===== config.mk =====
export PLATFORM = sky130hd
export DESIGN_NAME = gmbs_tile_mem
export DESIGN_NICKNAME = d
export VERILOG_FILES = /design/src/design/gmbs_pkg.sv /design/src/design/gmbs_tile_mem.sv
export SDC_FILE = /design/constraint.sdc
export NUM_CORES = 2
export LEC_CHECK = 0
export BUFFER_PORTS_ARGS = -buffer_cell sky130_fd_sc_hd__buf_2
export CORE_MARGIN = 4
export CORE_UTILIZATION = 45
export CTS_BUF_LIST = sky130_fd_sc_hd__clkbuf_8
export CTS_CLUSTER_SIZE = 28
export DETAILED_ROUTE_END_ITERATION = 12
export PLACE_DENSITY = 0.6
export SETUP_SLACK_MARGIN = 0.02
export SLEW_MARGIN = 15
export SYNTH_ARGS = -nofsm -noshare
export SYNTH_HDL_FRONTEND = slang
export SYNTH_SLANG_ARGS = --single-unit

===== constraint.sdc =====
create_clock -name clk -period 3.65 [get_ports clk]
set_input_delay 1.095 -clock clk [delete_from_list [all_inputs] [get_ports clk]]
set_output_delay 1.095 -clock clk [all_outputs]
set_load 0.02 [all_outputs]

===== src/design/gmbs_pkg.sv =====
// shared types, constants and helpers for the maze backtracker step block
// no dependencies; every other design file refers to this package by scoped names
`default_nettype none

package gmbs_pkg;

  // grid geometry
  localparam int GRID_WIDTH  = 32;
  localparam int GRID_HEIGHT = 32;
  localparam int CELLS       = GRID_WIDTH * GRID_HEIGHT;

  localparam int COL_W      = $clog2(GRID_WIDTH);
  localparam int ROW_W      = $clog2(GRID_HEIGHT);
  localparam int POS_W      = ROW_W + COL_W;
  localparam int TILE_DEPTH = 1 << POS_W;
  localparam int IDX_W      = $clog2(CELLS);
  localparam int SP_W       = $clog2(CELLS);
  localparam int DEPTH_W    = $clog2(CELLS + 1);

  // item field widths
  localparam int CELL_W = 10;
  localparam int RAND_W = 16;
  localparam int WALL_W = 3;
  localparam int CFG_W  = 10;

  // clearing pass walks every cell and every possible start cell value
  localparam int CFG_SPAN = 1 << CFG_W;
  localparam int PASS_LEN = (CELLS > CFG_SPAN) ? CELLS : CFG_SPAN;
  localparam int PASS_W   = $clog2(PASS_LEN);

  // item kinds
  localparam logic KIND_RESTART = 1'b0;
  localparam logic KIND_CARVE   = 1'b1;

  typedef enum logic [1:0] {
    TILE_CLEAR = 2'd0,
    TILE_WALL  = 2'd1,
    TILE_PATH  = 2'd2
  } tile_t;

  typedef struct packed {
    logic [ROW_W-1:0] row;
    logic [COL_W-1:0] col;
  } pos_t;

  typedef struct packed {
    logic              kind;
    logic [RAND_W-1:0] random_value;
  } req_t;

  typedef struct packed {
    logic [CELL_W-1:0] current_cell;
    logic              advanced;
    logic [CELL_W-1:0] next_cell;
    logic [WALL_W-1:0] walled_count;
    logic              finished;
  } rsp_t;

  typedef struct packed {
    logic  rd_en;
    pos_t  rd_addr;
    logic  wr_en;
    pos_t  wr_addr;
    tile_t wr_data;
  } tile_port_t;

  typedef struct packed {
    logic            rd_en;
    logic [SP_W-1:0] rd_addr;
    logic            wr_en;
    logic [SP_W-1:0] wr_addr;
    pos_t            wr_data;
  } stack_port_t;

  // linear cell index of a grid position
  function automatic logic [IDX_W-1:0] idx_of(input pos_t p);
    idx_of = IDX_W'(p.row) * IDX_W'(GRID_WIDTH) + IDX_W'(p.col);
  endfunction

endpackage

`default_nettype wire


===== src/design/gmbs_tile_mem.sv =====
// tile map storage: one two-bit code per grid position, addressed by {row, col}
// one write and one registered read per cycle; types from gmbs_pkg
`default_nettype none

module gmbs_tile_mem (
  input  wire logic               clk,
  input  wire gmbs_pkg::tile_port_t port,
  output gmbs_pkg::tile_t          rdata
);

  gmbs_pkg::tile_t mem [gmbs_pkg::TILE_DEPTH];

  always_ff @(posedge clk) begin
    if (port.wr_en) begin
      mem[port.wr_addr] <= port.wr_data;
    end
    if (port.rd_en) begin
      rdata <= mem[port.rd_addr];
    end
  end

endmodule

`default_nettype wire


* Word-level counts from Yosys, hierarchy flattened
Memory sizes are Yosys's and may differ from the RTL's. A register that Yosys moved wholly into a read port is not among the register bits.
Index checks and enable logic that the tools add are counted.
** Storage, ports and cells
- Flip-flop bits (word level) :: 0
- Memory bits (writable) :: 2048
- Input bits :: 25
- Output and inout port bits :: 2
- Logic and storage cells :: 3
- Memories :: 1
** Operators by class
- Muxes and demuxes :: 2
** Memories
- mem :: words 1024, bits a word 2, read ports 1, clocked after Yosys merged registers in 1, write ports 1, line gmbs_tile_mem.sv:11 : gmbs_pkg::tile_t mem [gmbs_pkg::TILE_DEPTH];
** Operators by type and width (number)
- 1-bit two-way mux :: 2

* Logic depth before layout (Yosys ltp)
- Depth in word-level cells :: 2
- Gate-level depth with buffers :: 15
- Depth with buffers taken out :: 8

* Least setup slack after synthesis
No wires, ideal clock.
- Path type :: in2reg
- From :: input port[13] in the netlist's numbering
- To :: register rdata[1], read port of mem, data pin
- Setup time :: 0.277 ns
- Arrival :: 3.317 ns
- Data required time :: 3.373 ns
- Setup slack :: 0.056 ns
- Stages :: 12
- Cells stage by stage :: buf_6 -> buf_12 -> buf_8 -> buf_6 -> buf_6 -> mux4_2 -> a221oi_1 -> o21ai_0 -> nor3_1 -> o31ai_1 -> o31ai_1 -> nand4_1
** RTL lines
- from (decl) :: line gmbs_tile_mem.sv:7 : input wire gmbs_pkg::tile_port_t port,
- to (decl) :: line gmbs_tile_mem.sv:8 : output gmbs_pkg::tile_t rdata

==> reports/qor.yml <==
status: "complete, no violations"
cts_htree_levels: 5
drc: 0
core-area_sq_mm: 0.185
fp.dieH_um: 439
p_per_area_mw_per_mm2: 485
slowest_stage: "mux4_2"
clock_skew_ns: 0.0477
cts_hold_buf: 0
synthToLayoutAreaGrowth_pct: 14.8
synth_common_cells: "2050 x edfxtp_1, 1054 x nor2_1, 449 x mux4_2"
avgSynthCellArea_sq_um: 17.5
worst_path_most_repeated_cell: "buf_4"
numCtsBuffers: 343
wirelength_um: 240000
viasPerCell: 6.00
finalSetupViolCount: 0
final.setup.tns_ns: 0
maxSlewHeadroom: 0.288
path_clk_slew_ns: 0.06
fin_total_pwr_mw: 46.7
min_delay_path_depth: 1
avgRoutedWirePerCell_um: 30.0
numClockSinks: 2050
ioPinCount: 27
grt_pass1_wl_um: 345000
final_hold_viol_count: 0
hold_class: "input pin to register"
dpl_worst_slack_ns: -1.16
antenna_found_initial: 15
synth_top_area_frac: 0.735
cp.arrival_ns: 4.36
tritoncts: "done"
yosys_most_used_dff: "edfxtp_1"
synth_nets: 4818
path_cells: "buf_8 -> buf_4 -> buf_12 -> mux4_2 -> mux4_2 -> a22oi_2 -> nand2_1 -> o221ai_1 -> buf_4 -> nor4_1 -> buf_4 -> o22ai_1 -> nand4_1"
max_cap_violations: 0
place_inst: 7400
ant_nets: 0
dieArea_sq_mm: 0.193
port_buffers: 26
overflow: 0
final_core_util: 0.519
initial_core_util: 0.452
drtIter0Drc: 5727
synth_cell_types: 65
netlist_instances: 4793
finalCritPeriodShare: 0.984
yosys_warnings: 0
vias: 48100
critical_path.endpoint_type: "register"
synth_top_area_cell: "edfxtp_1"
crit_fanout: 18
finalMaxSlewViolations: 0
yosysSeqAreaShare: 0.735
grt_pass1_vias: 48800
leakagePower_nw: 30.5
synth_area_leaders: "edfxtp_1 73%, mux4_2 12%, nor2_1 4.7%, mux2i_1 2.4%, clkbuf_1 1.1%"
cts_buffer_depth: 4
synth_edf_count: 2050
max_freq_mhz: 278
synth_area_sq_mm: 0.0838
dp_hpwl_um: 145000
die_w_um: 439
clock_latency_ns: 1.04
instances_no_fill: 8008
ys_ff_latch: 2050
critPathKind: "input pin to register"
crit_required_ns: 4.42
worstMarginPinSlew_ns: 1.07
critPathLaunchType: "input pin"
layout.nets: 5290
ir_drop_mv: 0.405
setup_slack_ns: 0.0585
root_buffer: "clkbuf_8"
layout-drive-gt1-share: 0.257
grt_use_total: 0.249
first_pass_iters: 6
rsz0062_at_grt: "false"
fin_crit_ns: 3.59
grt_max_degree: 117
synth.most_common_cell: "edfxtp_1"
ys_async_sr_fraction: 0
slowest_delay_ns: 0.50
num_rows: 158
rr_worst_depth: 10
globalplace.congestion: 0.841
[through the flow]
step	hold WS [ns]	cell area, sq um
floorplan	0.889	83800
global route	0.294	96200
CTS	0.272	96200
finish	0.361	96200
detailed placement	1.22	90300
global placement	1.24	90300
[repair_timing]
item | in CTS | in global routing
resized for setup | 1 | 0
endpoints found under the setup margin | 1 | 0
buffers inserted | 0 | 0
endpoints found under the hold margin | 0 | 0
[cells by family (layout without fill, tap and decap cells)]
logic type / Yosys count / after routing / synth area share
AO/OA/AOI/OAI: 353 / 353 / 0.0298
buffers and inverters: 402 / 1122 / 0.0249
flip-flops: 2050 / 2050 / 0.735
multiplexers: 664 / 664 / 0.147
other: 0 / 15 / 0
AND/OR/NAND/NOR: 1324 / 1324 / 0.0640
[critical path: cells and delay by family]
kind	cells	cell delay, ns
buffers and inverters	5	1.04
AND/OR/NAND/NOR	3	0.42
AO/OA/AOI/OAI	3	0.78
multiplexers	2	0.99
[cells in the final DEF (no fill, tap or decap), drive strengths merged, types with 7 or more instances in the layout]
master  count
a21oi      70
a31oi       7
clkinv    113
a22oi      45
inv       132
nor4       10
o22ai      45
a22o       13
buf       523
nand2      96
nand3      39
nor3b      10
mux4      449
mux2i     205
o221ai     83
clkbuf    345
edfxtp   2050
nand4      13
and3        8
nand2b      8
mux2       10
a221oi     13
o21ai      36
a211oi     13
diode      15
nor2b      13
nor2     1054
nor3       45
[path summary, 6_finish.rpt]
| kind | startpoint | end | slack [ns] |
|---|---|---|---|
| worst max-delay path | port[13] | rdata[0] | 0.06 |
| worst min-delay path | port[23] | rdata[1] | 0.36 |
| worst max register to register | mem[695][0] | rdata[0] | 0.49 |
| worst min register to register | mem[977][1] | rdata[1] | 1.25 |
[routing by layer]
metal / global-route usage / up-vias / wire length, um
li1: - / 19900 / -
met1: 0.351 / 25200 / 95300
met2: 0.395 / 2471 / 115000
met3: 0.0433 / 492 / 21500
met4: 0.0869 / 0 / 8330
met5: 0 / - / 0
[cell type report]
type | instances | area (sq um)
Multi-Input combinational cell | 2341 | 20500
Tap cell | 2480 | 3100
Fill cell | 15100 | 89000
Sequential cell | 2050 | 61600
Inverter | 6 | 26.3
Clock buffer | 345 | 4750
Timing Repair Buffer | 523 | 5120
Clock inverter | 248 | 1090
Antenna cell | 15 | 37.5
[flip-flops by register name (all words and copies together), names as in the netlist]
| signal | count |
|---|---|
| mem | 2048 |
| rdata | 2 |
[where the power goes]
group,switching [mW],internal [mW],total [mW]
clock,8.96,8.97,17.9
sequential,0.00835,25.9,25.9
combinational,1.73,1.11,2.85
total,10.7,36.0,46.7
(Power assumes the default switching activity.)
