File: src/design/gmbs_pkg.sv
// shared types, constants and helpers for the maze backtracker step block
// no dependencies; every other design file refers to this package by scoped names
`default_nettype none

package gmbs_pkg;

  // grid geometry
  localparam int GRID_WIDTH  = 32;
  localparam int GRID_HEIGHT = 32;
  localparam int CELLS       = GRID_WIDTH * GRID_HEIGHT;

  localparam int COL_W      = $clog2(GRID_WIDTH);
  localparam int ROW_W      = $clog2(GRID_HEIGHT);
  localparam int POS_W      = ROW_W + COL_W;
  localparam int TILE_DEPTH = 1 << POS_W;
  localparam int IDX_W      = $clog2(CELLS);
  localparam int SP_W       = $clog2(CELLS);
  localparam int DEPTH_W    = $clog2(CELLS + 1);

  // item field widths
  localparam int CELL_W = 10;
  localparam int RAND_W = 16;
  localparam int WALL_W = 3;
  localparam int CFG_W  = 10;

  // clearing pass walks every cell and every possible start cell value
  localparam int CFG_SPAN = 1 << CFG_W;
  localparam int PASS_LEN = (CELLS > CFG_SPAN) ? CELLS : CFG_SPAN;
  localparam int PASS_W   = $clog2(PASS_LEN);

  // item kinds
  localparam logic KIND_RESTART = 1'b0;
  localparam logic KIND_CARVE   = 1'b1;

  typedef enum logic [1:0] {
    TILE_CLEAR = 2'd0,
    TILE_WALL  = 2'd1,
    TILE_PATH  = 2'd2
  } tile_t;

  typedef struct packed {
    logic [ROW_W-1:0] row;
    logic [COL_W-1:0] col;
  } pos_t;

  typedef struct packed {
    logic              kind;
    logic [RAND_W-1:0] random_value;
  } req_t;

  typedef struct packed {
    logic [CELL_W-1:0] current_cell;
    logic              advanced;
    logic [CELL_W-1:0] next_cell;
    logic [WALL_W-1:0] walled_count;
    logic              finished;
  } rsp_t;

  typedef struct packed {
    logic  rd_en;
    pos_t  rd_addr;
    logic  wr_en;
    pos_t  wr_addr;
    tile_t wr_data;
  } tile_port_t;

  typedef struct packed {
    logic            rd_en;
    logic [SP_W-1:0] rd_addr;
    logic            wr_en;
    logic [SP_W-1:0] wr_addr;
    pos_t            wr_data;
  } stack_port_t;

  // linear cell index of a grid position
  function automatic logic [IDX_W-1:0] idx_of(input pos_t p);
    idx_of = IDX_W'(p.row) * IDX_W'(GRID_WIDTH) + IDX_W'(p.col);
  endfunction

endpackage

`default_nettype wire

File: src/design/gmbs_ctrl.sv
// step sequencer: clearing pass, stack top fetch, neighbour scan, mark and push/pop
// drives the tile and stack memories; types and constants from gmbs_pkg
`default_nettype none

module gmbs_ctrl (
  input  wire logic                       clk,
  input  wire logic                       rst,
  input  wire logic                       req_valid,
  input  wire gmbs_pkg::req_t             req_item,
  output logic                            req_stall,
  input  wire logic [gmbs_pkg::CFG_W-1:0] start_cell,
  input  wire logic                       slot_free,
  output logic                            rsp_load,
  output gmbs_pkg::rsp_t                  rsp_next,
  output gmbs_pkg::tile_port_t            tile_port,
  input  wire gmbs_pkg::tile_t            tile_rdata,
  output gmbs_pkg::stack_port_t           stack_port,
  input  wire gmbs_pkg::pos_t             stack_rdata
);

  localparam logic [gmbs_pkg::PASS_W-1:0] PASS_LAST = gmbs_pkg::PASS_W'(gmbs_pkg::PASS_LEN - 1);
  localparam logic [gmbs_pkg::COL_W-1:0] COL_LAST = gmbs_pkg::COL_W'(gmbs_pkg::GRID_WIDTH - 1);
  localparam logic [gmbs_pkg::ROW_W-1:0] ROW_LAST = gmbs_pkg::ROW_W'(gmbs_pkg::GRID_HEIGHT - 1);
  localparam logic [gmbs_pkg::COL_W-1:0] COL_ONE = gmbs_pkg::COL_W'(1);
  localparam logic [gmbs_pkg::ROW_W-1:0] ROW_ONE = gmbs_pkg::ROW_W'(1);
  localparam logic [2:0] PH_LAST = 3'd7;

  typedef enum logic [2:0] {
    S_CLEAR, S_IDLE, S_TOP, S_SCAN, S_MARK, S_INDEX, S_EMIT
  } state_t;

  typedef enum logic [1:0] {
    DIR_LEFT, DIR_RIGHT, DIR_UP, DIR_DOWN
  } dir_t;

  state_t                          state;
  logic                            restart;
  logic [gmbs_pkg::PASS_W-1:0]     pass_cnt;
  gmbs_pkg::pos_t                  walk;
  gmbs_pkg::pos_t                  walk_next;
  logic [gmbs_pkg::DEPTH_W-1:0]    depth;
  gmbs_pkg::pos_t                  cur;
  gmbs_pkg::pos_t                  nxt;
  dir_t                            dir;
  logic [2:0]                      phase;
  logic                            slot_vld;
  logic                            slot_nb;
  logic                            slot_cur;
  logic                            nb_clear;
  logic                            path_hit;
  gmbs_pkg::pos_t                  cand [4];
  logic [2:0]                      cand_n;
  logic [gmbs_pkg::WALL_W-1:0]     walled;
  logic                            adv;
  logic                            fin;
  logic [1:0]                      rnd_lo;
  logic [1:0]                      r3;
  gmbs_pkg::rsp_t                  res;

  logic                            nb_ok;
  gmbs_pkg::pos_t                  nb;
  logic                            lf_ok, rt_ok, up_ok, dn_ok;
  gmbs_pkg::pos_t                  lf_p, rt_p, up_p, dn_p, ul_p, ur_p, dl_p, dr_p;
  logic                            slot_ok;
  gmbs_pkg::pos_t                  slot;
  logic                            hit_now;
  logic                            wall_now;
  logic [4:0]                      dig_sum;
  logic [2:0]                      fold1;
  logic [2:0]                      fold2;
  logic [1:0]                      r3_next;
  logic [1:0]                      sel;
  logic                            can_push;
  logic                            in_grid;

  assign req_stall = (state != S_IDLE);
  assign rsp_load  = (state == S_EMIT) && slot_free;
  assign rsp_next  = res;
  assign can_push  = (cand_n != 3'd0) && (depth < gmbs_pkg::DEPTH_W'(gmbs_pkg::CELLS));
  assign in_grid   = ({1'b0, pass_cnt} < (gmbs_pkg::PASS_W + 1)'(gmbs_pkg::CELLS));

  // walker over the grid in index order, wrapping at the last cell
  always_comb begin
    walk_next = walk;
    if (walk.col == COL_LAST) begin
      walk_next.col = '0;
      walk_next.row = (walk.row == ROW_LAST) ? '0 : walk.row + ROW_ONE;
    end else begin
      walk_next.col = walk.col + COL_ONE;
    end
  end

  // remainder of the random value by three: four is one modulo three, so the
  // two-bit digits are summed and the sum folded down the same way
  always_comb begin
    dig_sum = '0;
    for (int i = 0; i < gmbs_pkg::RAND_W / 2; i++) begin
      dig_sum = dig_sum + 5'(req_item.random_value[2*i +: 2]);
    end
    fold1   = 3'(dig_sum[1:0]) + 3'(dig_sum[3:2]) + 3'(dig_sum[4]);
    fold2   = 3'(fold1[1:0]) + 3'(fold1[2]);
    r3_next = (fold2 >= 3'd3) ? 2'(fold2 - 3'd3) : fold2[1:0];
  end

  // edge neighbour of the current cell in the scanned direction
  always_comb begin
    nb    = cur;
    nb_ok = 1'b0;
    unique case (dir)
      DIR_LEFT: begin
        nb_ok  = (cur.col != '0);
        nb.col = cur.col - COL_ONE;
      end
      DIR_RIGHT: begin
        nb_ok  = (cur.col != COL_LAST);
        nb.col = cur.col + COL_ONE;
      end
      DIR_UP: begin
        nb_ok  = (cur.row != '0);
        nb.row = cur.row - ROW_ONE;
      end
      DIR_DOWN: begin
        nb_ok  = (cur.row != ROW_LAST);
        nb.row = cur.row + ROW_ONE;
      end
    endcase
  end

  // cells around the neighbour
  always_comb begin
    lf_ok = (nb.col != '0);
    rt_ok = (nb.col != COL_LAST);
    up_ok = (nb.row != '0);
    dn_ok = (nb.row != ROW_LAST);
    lf_p = nb;  lf_p.col = nb.col - COL_ONE;
    rt_p = nb;  rt_p.col = nb.col + COL_ONE;
    up_p = nb;  up_p.row = nb.row - ROW_ONE;
    dn_p = nb;  dn_p.row = nb.row + ROW_ONE;
    ul_p = up_p; ul_p.col = lf_p.col;
    ur_p = up_p; ur_p.col = rt_p.col;
    dl_p = dn_p; dl_p.col = lf_p.col;
    dr_p = dn_p; dr_p.col = rt_p.col;
  end

  // cell read in each scan phase: the neighbour, then its edge cells, then its forward corners
  always_comb begin
    slot    = nb;
    slot_ok = 1'b0;
    case (phase)
      3'd0: slot_ok = 1'b1;
      3'd1: begin slot = lf_p; slot_ok = lf_ok; end
      3'd2: begin slot = rt_p; slot_ok = rt_ok; end
      3'd3: begin slot = up_p; slot_ok = up_ok; end
      3'd4: begin slot = dn_p; slot_ok = dn_ok; end
      3'd5: begin
        unique case (dir)
          DIR_LEFT:  begin slot = ul_p; slot_ok = up_ok && lf_ok; end
          DIR_RIGHT: begin slot = ur_p; slot_ok = up_ok && rt_ok; end
          DIR_UP:    begin slot = ul_p; slot_ok = up_ok && lf_ok; end
          DIR_DOWN:  begin slot = dl_p; slot_ok = dn_ok && lf_ok; end
        endcase
      end
      3'd6: begin
        unique case (dir)
          DIR_LEFT:  begin slot = dl_p; slot_ok = dn_ok && lf_ok; end
          DIR_RIGHT: begin slot = dr_p; slot_ok = dn_ok && rt_ok; end
          DIR_UP:    begin slot = ur_p; slot_ok = up_ok && rt_ok; end
          DIR_DOWN:  begin slot = dr_p; slot_ok = dn_ok && rt_ok; end
        endcase
      end
      default: slot_ok = 1'b0;
    endcase
  end

  assign hit_now  = slot_vld && !slot_nb && !slot_cur && (tile_rdata == gmbs_pkg::TILE_PATH);
  assign wall_now = (state == S_SCAN) && nb_ok && (phase == PH_LAST) && nb_clear
                    && (path_hit || hit_now);

  always_comb begin
    case (cand_n)
      3'd2:    sel = {1'b0, rnd_lo[0]};
      3'd3:    sel = r3;
      3'd4:    sel = rnd_lo;
      default: sel = 2'd0;
    endcase
  end

  // memory accesses: at most one tile read and one tile write per cycle, never the
  // same cell in the same cycle, so no forwarding is needed
  always_comb begin
    tile_port         = '0;
    tile_port.wr_data = gmbs_pkg::TILE_CLEAR;
    stack_port        = '0;
    unique case (state)
      S_CLEAR: begin
        tile_port.wr_en   = in_grid;
        tile_port.wr_addr = walk;
        tile_port.wr_data = gmbs_pkg::TILE_CLEAR;
        stack_port.wr_en   = restart && (pass_cnt == gmbs_pkg::PASS_W'(start_cell));
        stack_port.wr_addr = '0;
        stack_port.wr_data = walk;
      end
      S_IDLE: begin
        stack_port.rd_en   = req_valid && (req_item.kind == gmbs_pkg::KIND_CARVE)
                             && (depth != '0);
        stack_port.rd_addr = gmbs_pkg::SP_W'(depth - gmbs_pkg::DEPTH_W'(1));
      end
      S_SCAN: begin
        tile_port.rd_en   = nb_ok && (phase != PH_LAST) && slot_ok;
        tile_port.rd_addr = slot;
        tile_port.wr_en   = wall_now;
        tile_port.wr_addr = nb;
        tile_port.wr_data = gmbs_pkg::TILE_WALL;
      end
      S_MARK: begin
        tile_port.wr_en    = 1'b1;
        tile_port.wr_addr  = cur;
        tile_port.wr_data  = gmbs_pkg::TILE_PATH;
        stack_port.wr_en   = can_push;
        stack_port.wr_addr = gmbs_pkg::SP_W'(depth);
        stack_port.wr_data = cand[sel];
      end
      default: ;
    endcase
  end

  always_ff @(posedge clk) begin
    if (rst) begin
      state    <= S_CLEAR;
      restart  <= 1'b0;
      pass_cnt <= '0;
      walk     <= '0;
      depth    <= '0;
      dir      <= DIR_LEFT;
      slot_vld <= 1'b0;
    end else begin
      unique case (state)
        S_CLEAR: begin
          if (pass_cnt == gmbs_pkg::PASS_W'(start_cell)) begin
            cur <= walk;
          end
          walk     <= walk_next;
          pass_cnt <= pass_cnt + gmbs_pkg::PASS_W'(1);
          if (pass_cnt == PASS_LAST) begin
            restart <= 1'b0;
            if (restart) begin
              depth <= gmbs_pkg::DEPTH_W'(1);
              state <= S_INDEX;
            end else begin
              state <= S_IDLE;
            end
          end
        end
        S_IDLE: begin
          if (req_valid) begin
            rnd_lo  <= req_item.random_value[1:0];
            r3      <= r3_next;
            walled  <= '0;
            adv     <= 1'b0;
            fin     <= 1'b0;
            nxt     <= '0;
            if (req_item.kind == gmbs_pkg::KIND_RESTART) begin
              restart  <= 1'b1;
              pass_cnt <= '0;
              walk     <= '0;
              state    <= S_CLEAR;
            end else if (depth == '0) begin
              cur   <= '0;
              fin   <= 1'b1;
              state <= S_INDEX;
            end else begin
              state <= S_TOP;
            end
          end
        end
        S_TOP: begin
          cur      <= stack_rdata;
          dir      <= DIR_LEFT;
          phase    <= '0;
          cand_n   <= '0;
          slot_vld <= 1'b0;
          state    <= S_SCAN;
        end
        S_SCAN: begin
          slot_vld <= 1'b0;
          if (nb_ok && (phase != PH_LAST)) begin
            slot_vld <= slot_ok;
            slot_nb  <= (phase == 3'd0);
            slot_cur <= (slot == cur);
            phase    <= phase + 3'd1;
          end
          if (phase == 3'd1) begin
            nb_clear <= (tile_rdata == gmbs_pkg::TILE_CLEAR);
          end
          path_hit <= (phase == 3'd0) ? 1'b0 : (path_hit || hit_now);
          if (!nb_ok || (phase == PH_LAST)) begin
            if (nb_ok && nb_clear) begin
              if (path_hit || hit_now) begin
                walled <= walled + gmbs_pkg::WALL_W'(1);
              end else begin
                cand[cand_n[1:0]] <= nb;
                cand_n            <= cand_n + 3'd1;
              end
            end
            phase <= '0;
            if (dir == DIR_DOWN) begin
              state <= S_MARK;
            end else begin
              dir <= dir_t'(dir + 2'd1);
            end
          end
        end
        S_MARK: begin
          if (cand_n == 3'd0) begin
            depth <= depth - gmbs_pkg::DEPTH_W'(1);
            fin   <= (depth == gmbs_pkg::DEPTH_W'(1));
          end else if (can_push) begin
            nxt   <= cand[sel];
            adv   <= 1'b1;
            depth <= depth + gmbs_pkg::DEPTH_W'(1);
          end
          state <= S_INDEX;
        end
        S_INDEX: begin
          res.current_cell <= gmbs_pkg::CELL_W'(gmbs_pkg::idx_of(cur));
          res.next_cell    <= adv ? gmbs_pkg::CELL_W'(gmbs_pkg::idx_of(nxt)) : '0;
          res.advanced     <= adv;
          res.walled_count <= walled;
          res.finished     <= fin;
          state            <= S_EMIT;
        end
        S_EMIT: begin
          if (slot_free) begin
            state <= S_IDLE;
          end
        end
        default: state <= S_IDLE;
      endcase
    end
  end

endmodule

`default_nettype wire

File: config.mk
export PLATFORM = sky130hd
export DESIGN_NAME = gmbs_ctrl
export DESIGN_NICKNAME = d
export VERILOG_FILES = /design/src/design/gmbs_pkg.sv /design/src/design/gmbs_ctrl.sv
export SDC_FILE = /design/constraint.sdc
export NUM_CORES = 1
export LEC_CHECK = 0
export ABC_AREA = 1
export BUFFER_PORTS_ARGS = -buffer_cell sky130_fd_sc_hd__buf_2
export CAP_MARGIN = 10
export CELL_PAD_IN_SITES_DETAIL_PLACEMENT = 2
export CELL_PAD_IN_SITES_GLOBAL_PLACEMENT = 2
export CORE_ASPECT_RATIO = 1.75
export CORE_MARGIN = 2
export CORE_UTILIZATION = 37
export DETAILED_ROUTE_END_ITERATION = 12
export PLACE_DENSITY = 0.92
export RECOVER_POWER = 100
export SETUP_SLACK_MARGIN = 0.4
export SLEW_MARGIN = 20
export SYNTH_ARGS = -nofsm -noshare
export SYNTH_HDL_FRONTEND = slang
export SYNTH_SLANG_ARGS = --single-unit
File: constraint.sdc
create_clock -name clk -period 12.51 [get_ports clk]
set_input_delay 1.251 -clock clk [delete_from_list [all_inputs] [get_ports clk]]
set_output_delay 1.251 -clock clk [all_outputs]
set_load 0.01 [all_outputs]
Word-level counts from Yosys, hierarchy flattened
Memory sizes are Yosys's and may differ from the RTL's.
Index checks and enable logic that the tools add are counted.
Storage, ports and cells
  bits in registers: 102
  latch bits: 0
  RAM bits: 40
  bits in read-only memories: 0
  bits of input ports: 43
  output and inout bits: 83
  logic and storage cells: 256
  memories: 1
Operators by class
  add/sub/neg operators: 30
  $mul: 0
  div/mod/pow operators: 0
  $lt $le $gt $ge: 2
  eq/ne operators: 52
  shifts and indexed selects: 0
  muxes and demuxes: 81
  bitwise logic cells: 1
  reduce and logical (&&, ||, !) cells: 61
Memory list
  cand: words 4, bits a word 10, rd ports 1, clocked after memory_dff 0, wr ports 1, RTL line gmbs_ctrl.sv:51  | gmbs_pkg::pos_t cand [4];
Operators by type and width (number)
  $mux 10: 9
  $pmux 10 s3: 3
  $mux 11: 6
  $pmux 10 s2: 3
  $pmux 10 s6: 1
  $mux 3: 17
  $pmux 21 s2: 1
  $pmux 13 s3: 1
  $add 5x1->5 const B: 6
  $ne 2x2->1 const B: 14
  $eq 3x3->1 const B: 8
  $pmux 11 s2: 1
  $pmux 3 s7: 1
  $add 10x5->10: 2
  $add 5x2->5: 4
  $eq 10x10->1: 2
  $ne 5x5->1 const B: 4
  $pmux 5 s2: 2
  $reduce_bool 5->1: 4
  $sub 5x1->5 const B: 4
  $logic_and 1x1->1: 19
  $eq 3x2->1 const B: 6
  $pmux 3 s2: 3
  $reduce_and 3->1: 6
  other kinds (45): 100

Depth between registers and ports, before layout
Gate-level depths: netlist (run 1).
  depth after elaboration: 12
  depth in mapped cells: 19
  mapped depth without buffers: 19

Worst setup path before layout (run 1)
Ideal clock, no wire load.
  path kind: input to register
  start point: input port req_item[1] in the netlist's numbering
  end point: register r3[1] (data pin)
  library setup time: 260 ps
  data arrival time: 5667 ps
  required time: 12250 ps
  path slack: 6583 ps
  stages on the path: 15
  buffers on the path: 0
  cells stage by stage: inv_1 fa_1 fa_1 fa_1 inv_1 fa_1 ha_1 fa_1 inv_1 fa_1 inv_1 fa_1 ha_1 fa_1 mux2_2
Between the ends
  word-level cells in the longest chain between the ends: 12
  elaborated cells between the ends (all ways): 13
  those cells by class: add/sub (11); order compare (1); mux (1)
Ends and longest elaborated chain
  start: declaration: RTL line gmbs_ctrl.sv:9  | input wire gmbs_pkg::req_t req_item,
  $add 2x2->3 *: RTL line gmbs_ctrl.sv:98  | dig_sum = dig_sum + 5'(req_item.random_value[2*i +: 2]);
  $add 3x2->4 *: RTL line gmbs_ctrl.sv:98
  $add 4x2->5 *: RTL line gmbs_ctrl.sv:98
  $add 5x2->5 * (4 in a row): RTL line gmbs_ctrl.sv:98
  $add 2x2->3: RTL line gmbs_ctrl.sv:100  | fold1 = 3'(dig_sum[1:0]) + 3'(dig_sum[3:2]) + 3'(dig_sum[4]);
  $add 3x1->3 *: RTL line gmbs_ctrl.sv:100
  $add 2x1->3 *: RTL line gmbs_ctrl.sv:101  | fold2 = 3'(fold1[1:0]) + 3'(fold1[2]);
  $ge 3x2->1 / $sub 2x2->2 (equally long branches): RTL line gmbs_ctrl.sv:102  | r3_next = (fold2 >= 3'd3) ? 2'(fold2 - 3'd3) : fold2[1:0];
  $mux 2 *: RTL line gmbs_ctrl.sv:102
  named net r3_next[1]: RTL line gmbs_ctrl.sv:71  | logic [1:0] r3_next;
  end signal: assignment: RTL line gmbs_ctrl.sv:257  | r3 <= r3_next;
  end: declaration: RTL line gmbs_ctrl.sv:57  | logic [1:0] r3;
Mark *: on every way through the listed nets, which the timed path passes. The rest lies on a longest branch.
A chain may end at the register's enable or synchronous reset.

==> results.yml, run 1 <==
min_path:
  min_from: "fin$_DFFE_PP_"
  min_to: "rsp_next[0]$_DFFE_PP_"
  holdPathStages: 0
  hold_path.class: "reg -> reg"
synth:
  yosysSeqAreaShare_pct: 43.2
  ys_ff_latch: 142
  syn_area_um2: 9000
  yosysWarnings: 0
  synthDistinctLibCells: 52
  synthesis.nets: 1196
  synth_edf_count: 104
  synth_async_sr_flop_share_pct: 0
  avgSynthCellArea_um2: 8.26
  syn_inst: 1090
  synth_ff_type: "edfxtp_1"
power:
  vdd.ir_drop.worst_mv: 0.115
  power_density_nw_per_um2: 245
  leakage_nw: 4.43
clock_network:
  post-cts-setup-buffers: 0
  cts_hold_buffers: 0
  clk_latency_ns: 0.45
  cts_buffer_depth: 2
  htree_levels: 4
  cts_buffers: 17
  path_clk_slew_ns: 0.06
  root_buffer: "clkbuf_16"
  post_cts_resized: 0
  cts.sink_count: 142
  tritoncts: "built"
place:
  place.port_buffers: 125
  hpwl_um: 26800
  gp_congestion: 0.932
sta:
  fin_worst_skew_ns: 0.00824
  period_needed_ns: 6.25
  finalCritPeriodShare_pct: 49.9
  rsz0062_at_grt: "false"
  setup_violations: 0
  relSlewSlack_pct: -42.4
  worstMarginPinSlew_ns: 2.14
  hold_viol: 0
  fin_tns_setup_ns: 0
  finalMaxSlewViolations: 72
  clock.fmax_ghz: 0.160
grt:
  track_usage_pct: 28.1
  grt_pass1_wl_um: 53800
  grt_pass1_vias: 9413
  grt_max_degree: 46
  overflow: 0
  antenna_found_initial: 0
drt:
  drt_iter0_drc: 507
  wl_per_cell_um: 22.9
  detail_route.first_pass.iterations: 5
  ant_nets: 0
  vias: 8463
  wl_um: 35000
  drcViolationCount: 0
  vias_per_cell: 5.53
critical_path:
  rrSetupSlack_ns: 7.61
  timing.rr.start: "dir[1]$_SDFFE_PP0P_"
  crit_path_end_kind: "output port"
  crit_arrival_ns: 5.00
  r2r-end: "slot_cur$_DFFE_PP_"
  cp_max_fo: 9
  crit_type: "reg -> out"
  required_ns: 11.26
  reg2reg_depth: 14
  start_kind: "flop"
layout:
  layout-drive-gt1-share_pct: 7.04
  fin_util_pct: 43.0
  areaGrowthSynthToFinish_pct: 14.3
  layout_commonest_cell: "nand2_1"
  layout_common_cells: "193 x nand2_1, 177 x inv_1, 143 x nor2_1"
  final_nets: 1314
  diodes: 0
die:
  rows: 75
  dieArea_um2: 25600
  core_um2: 23900
  num_io_pins: 126
  die_h_um: 210
  die_x_um: 122
  initial_utilization_pct: 37.6
outcome:
  status: "finished with violations"
  violations: "max-capacitance violations, max-slew violations"
run:
  cap_violations: 2
-- registers in the layout (all words and copies together) (netlist names), 2 cells and up --
name	cells
pass_cnt	10
walled	3
walk	10
state	3
cand	40
dir	2
r3	2
rnd_lo	2
nxt	10
rsp_next	25
depth	11
cand_n	3
phase	3
cur	10
-- cell families after synthesis --
logic type                 after synthesis  synth area share, %
DFF                                    142                 43.2
AOI/OAI and AO/OA                      163                 10.6
muxes                                    1                0.125
adders and majority gates               63                 10.1
and+or+nand+nor                        479                 23.7
buffers and inverters                  211                 9.12
xor gates and xnor gates                31                 3.23
-- metal layers --
layer | vias up | GRT usage (%) | part of all wire [%]
met2 | 262 | 53.1 | 56
met1 | 4235 | 27.8 | 34
li1 | 3858 | - | -
met4 | 0 | 17.6 | 6.5
met5 | - | 0 | 0
met3 | 108 | 4.63 | 3.5
-- metrics by stage --
step	hold WS [ns]	worst slack [ns]	total power, mW	instance area (µm²)	cells
floorplan	0.400	6.58	1.54	9000	1090
global route	0.459	6.06	2.69	10300	1529
detailed placement	0.429	6.16	2.00	9900	1497
CTS	0.443	6.63	2.57	10500	1529
finish	0.441	6.26	2.52	10300	1529
global placement	0.404	6.39	1.86	9900	1497
-- how the worst max path moves through the flow --
stage / cells after the start / end / start
3_5_place_dp: 16 / r3[1]$_DFFE_PP_ / req_item[1]
4_1_cts: 16 / r3[1]$_DFFE_PP_ / req_item[1]
3_3_place_gp: 16 / r3[1]$_DFFE_PP_ / req_item[7]
2_1_floorplan: 15 / r3[1]$_DFFE_PP_ / req_item[1]
5_1_grt: 15 / tile_port[23] / dir[1]$_SDFFE_PP0P_
6_report: 15 / tile_port[23] / dir[1]$_SDFFE_PP0P_
-- critical path, stage by stage (launching register included) --
cell      delay, ns
dfxtp_1        0.44
ha_1           0.50
fa_1           0.52
o21ai_0        1.07
clkinv_1       0.47
ha_1           0.34
inv_1          0.06
nor2_1         0.04
nand3_1        0.25
nand2_1        0.09
a21oi_1        0.15
nand2_1        0.11
nand4_1        0.13
nand2_1        0.10
inv_1          0.07
clkbuf_1       0.21
-- where the power goes --
group          internal [mW]  switching (mW)
Clock                  0.335           0.215
Sequential             0.626          0.0687
Combinational          0.394           0.883
Total                   1.35            1.17
-- synth_stat cells (6+ instances only) --
| cell | instances | area, µm² |
|---|---|---|
| xor2_1 | 18 | 158 |
| nand4_1 | 21 | 131 |
| edfxtp_1 | 104 | 3120 |
| o21ai_1 | 7 | 35.0 |
| o21ai_0 | 66 | 330 |
| a21oi_1 | 36 | 180 |
| nand2_1 | 191 | 717 |
| fa_1 | 16 | 320 |
| dfxtp_1 | 38 | 761 |
| o22ai_1 | 14 | 87.6 |
| inv_2 | 10 | 37.5 |
| nor2_1 | 138 | 518 |
| nand3_1 | 84 | 420 |
| a211oi_1 | 6 | 45.0 |
| o221ai_1 | 10 | 87.6 |
| inv_1 | 170 | 638 |
| ha_1 | 47 | 588 |
| nor3_1 | 14 | 70.1 |
| clkbuf_1 | 20 | 75.1 |
| xnor2_1 | 12 | 105 |
-- final cells by class --
class                   instances  area, µm²
clock buffers                  19        433
clock inverters                13        188
fillers                      2810      13600
inverters                     182        683
multi-input cells             737       4190
flip-flops and latches        142       3880
well taps                     308        385
repair buffers                128        532
Note: power is estimated with default switching activity, not from simulation.
==> run 2: changes to the inputs <==
CORE_UTILIZATION = 35   (was 37)
PLACE_DENSITY = 0.88   (was 0.92)
clock period = 6 ns   (was 12.51 ns; I/O delays follow)
==> run 2 against run 1 <==
  * The run still ends with max-capacitance violations, max-slew violations left
  * Power up 110%
  * Core utilization fell by 2.3 points
  * Non-clock buffer count unchanged
  * Hold slack worse by 0.10 ns
  * Cell count rose by 0.52%
  * Flip-flop and latch count did not move
  * Clock power increased by 100%
  * Routed wire length fell by 3.2%
  * Combinational power up 110%
  * Die area increased by 5.6%
  * Critical path depth rose by 1
  * Critical path type is now in -> reg
==> results.yml, run 2 (same netlist as run 1, synthesis figures left out) <==
outcome:
  status: "finished with violations"
  violations: "max-capacitance violations, max-slew violations"
place:
  placed_cell_area_um2: 9910
  place.port_buffers: 125
  gp_congestion: 0.907
  hpwl_um: 26300
sta:
  worstMarginPinSlew_ns: 1.80
  relSlewSlack_pct: -19.9
  finalCritPeriodShare_pct: 87.1
  period_needed_ns: 5.23
  fin_worst_skew_ns: 0.0104
  clock.fmax_ghz: 0.191
  fin_tns_setup_ns: 0
  hold_viol: 0
  finalMaxSlewViolations: 26
  rsz0062_at_grt: "false"
  setup_violations: 0
clock_network:
  htree_levels: 4
  post_cts_resized: 0
  path_clk_slew_ns: 0.06
  cts.sink_count: 142
  cts_hold_buffers: 0
  tritoncts: "built"
  root_buffer: "clkbuf_16"
  cts_buffer_depth: 2
  cts_buffers: 17
  clk_latency_ns: 0.46
  post-cts-setup-buffers: 0
power:
  p_int_mw: 2.78
  switchingPower_mw: 2.41
  power_density_nw_per_um2: 505
  leakage_nw: 4.43
  combPwrFrac_pct: 51.0
  pwr-share-seq_pct: 27.6
  clkPwrFrac_pct: 21.3
  vdd.ir_drop.worst_mv: 0.249
  switching_share_pct: 46.4
drt:
  wl_um: 33800
  detail_route.first_pass.iterations: 5
  ant_nets: 0
  drt_iter0_drc: 408
  vias: 8346
  drcViolationCount: 0
  vias_per_cell: 5.43
  wl_per_cell_um: 22.0
grt:
  antenna_found_initial: 0
  grt_pass1_vias: 9307
  grt_max_degree: 46
  overflow: 0
  grt_pass1_wl_um: 52600
  track_usage_pct: 25.4
layout:
  stdcell_area_um2: 10300
  layout_common_cells: "194 x nand2_1, 179 x inv_1, 143 x nor2_1"
  largest_reg_flops: 40
  layout-drive-gt1-share_pct: 7.29
  final_nets: 1314
  fin_util_pct: 40.7
  diodes: 0
  layout_commonest_cell: "nand2_1"
  areaGrowthSynthToFinish_pct: 14.3
critical_path:
  crit_slowest_cell: "fa_1"
  setup.worst_path.end: "r3[1]$_DFFE_PP_"
  cpMostUsedCell: "fa_1"
  timing.rr.start: "dir[1]$_SDFFE_PP0P_"
  crit_path_end_kind: "flop"
  max_stage_delay_ns: 0.58
  cp_max_fo: 2
  cp.depth: 16
  rrSetupSlack_ns: 1.40
  reg2reg_depth: 14
  r2r-end: "slot_cur$_DFFE_PP_"
  cp_cell_sequence: "buf_2 -> inv_1 -> fa_1 -> fa_1 -> fa_1 -> inv_1 -> fa_1 -> ha_1 -> fa_1 -> inv_1 -> fa_1 -> inv_1 -> fa_1 -> ha_1 -> fa_1 -> mux2_2"
  path_delay_family: "adder cells"
  crit_type: "in -> reg"
  crit_arrival_ns: 5.44
  start_kind: "input port"
  crit_start: "req_item[1]"
  cp_num_buf_inv: 5
  required_ns: 6.21
min_path:
  hold_path.class: "in -> reg"
run:
  cap_violations: 2
die:
  num_io_pins: 126
  initial_utilization_pct: 35.6
  rows: 77
  dieArea_um2: 27100
  die_x_um: 125
  core_um2: 25200
  die_h_um: 216
==> run 2: how the worst min path moves through the flow <==
stage          cells past startpoint     startpoint  slack, ns               endpoint
6_report                           1    req_item[1]       0.34    rnd_lo[1]$_DFFE_PP_
3_3_place_gp                       0  fin$_DFFE_PP_       0.40  rsp_next[0]$_DFFE_PP_
5_1_grt                            1    req_item[1]       0.34    rnd_lo[1]$_DFFE_PP_
4_1_cts                            1    req_item[1]       0.32    rnd_lo[1]$_DFFE_PP_
2_1_floorplan                      0  fin$_DFFE_PP_       0.40  rsp_next[0]$_DFFE_PP_
3_5_place_dp                       0  fin$_DFFE_PP_       0.42  rsp_next[0]$_DFFE_PP_
==> run 2: worst register-to-register path, delay by kind of cell (launching register included) <==
family	cells	cell delay [ns]
adders and majority gates	3	1.37
AOI/OAI and AO/OA	2	1.36
and+or+nand+nor	8	1.03
buffers and inverters	1	0.21
DFF	1	0.43
==> run 2: metal layers <==
metal	GRT usage, %	part of all wire [%]
met5	0	0
met4	15.3	5.2
met3	3.46	3.3
met2	49.0	56
met1	25.5	35
==> run 2: layout make-up <==
| cell class | count | area, µm² |
|---|---|---|
| fillers | 2974 | 15000 |
| multi-input cells | 737 | 4190 |
| flip-flops and latches | 142 | 3880 |
| inverters | 182 | 683 |
| repair buffers | 128 | 537 |
| clock buffers | 22 | 454 |
| well taps | 316 | 395 |
| clock inverters | 10 | 140 |
==> run 2: metrics by stage <==
step	hold WS [ns]	total power, mW	std cells	setup WS (ns)
floorplan	0.400	3.22	1090	0.724
global placement	0.404	3.89	1505	0.527
detailed placement	0.421	4.12	1505	0.285
CTS	0.320	5.29	1537	0.729
global route	0.336	5.53	1537	0.586
finish	0.337	5.19	1537	0.773
==> run 2: power by group through the flow <==
stage	logic (mW)	clock network (mW)	registers, mW
2_1_floorplan	1.82	0	1.39
4_1_cts	2.72	1.12	1.44
5_1_grt	2.93	1.15	1.45
3_3_place_gp	2.44	0	1.45
6_report	2.65	1.11	1.44
3_5_place_dp	2.66	0	1.46
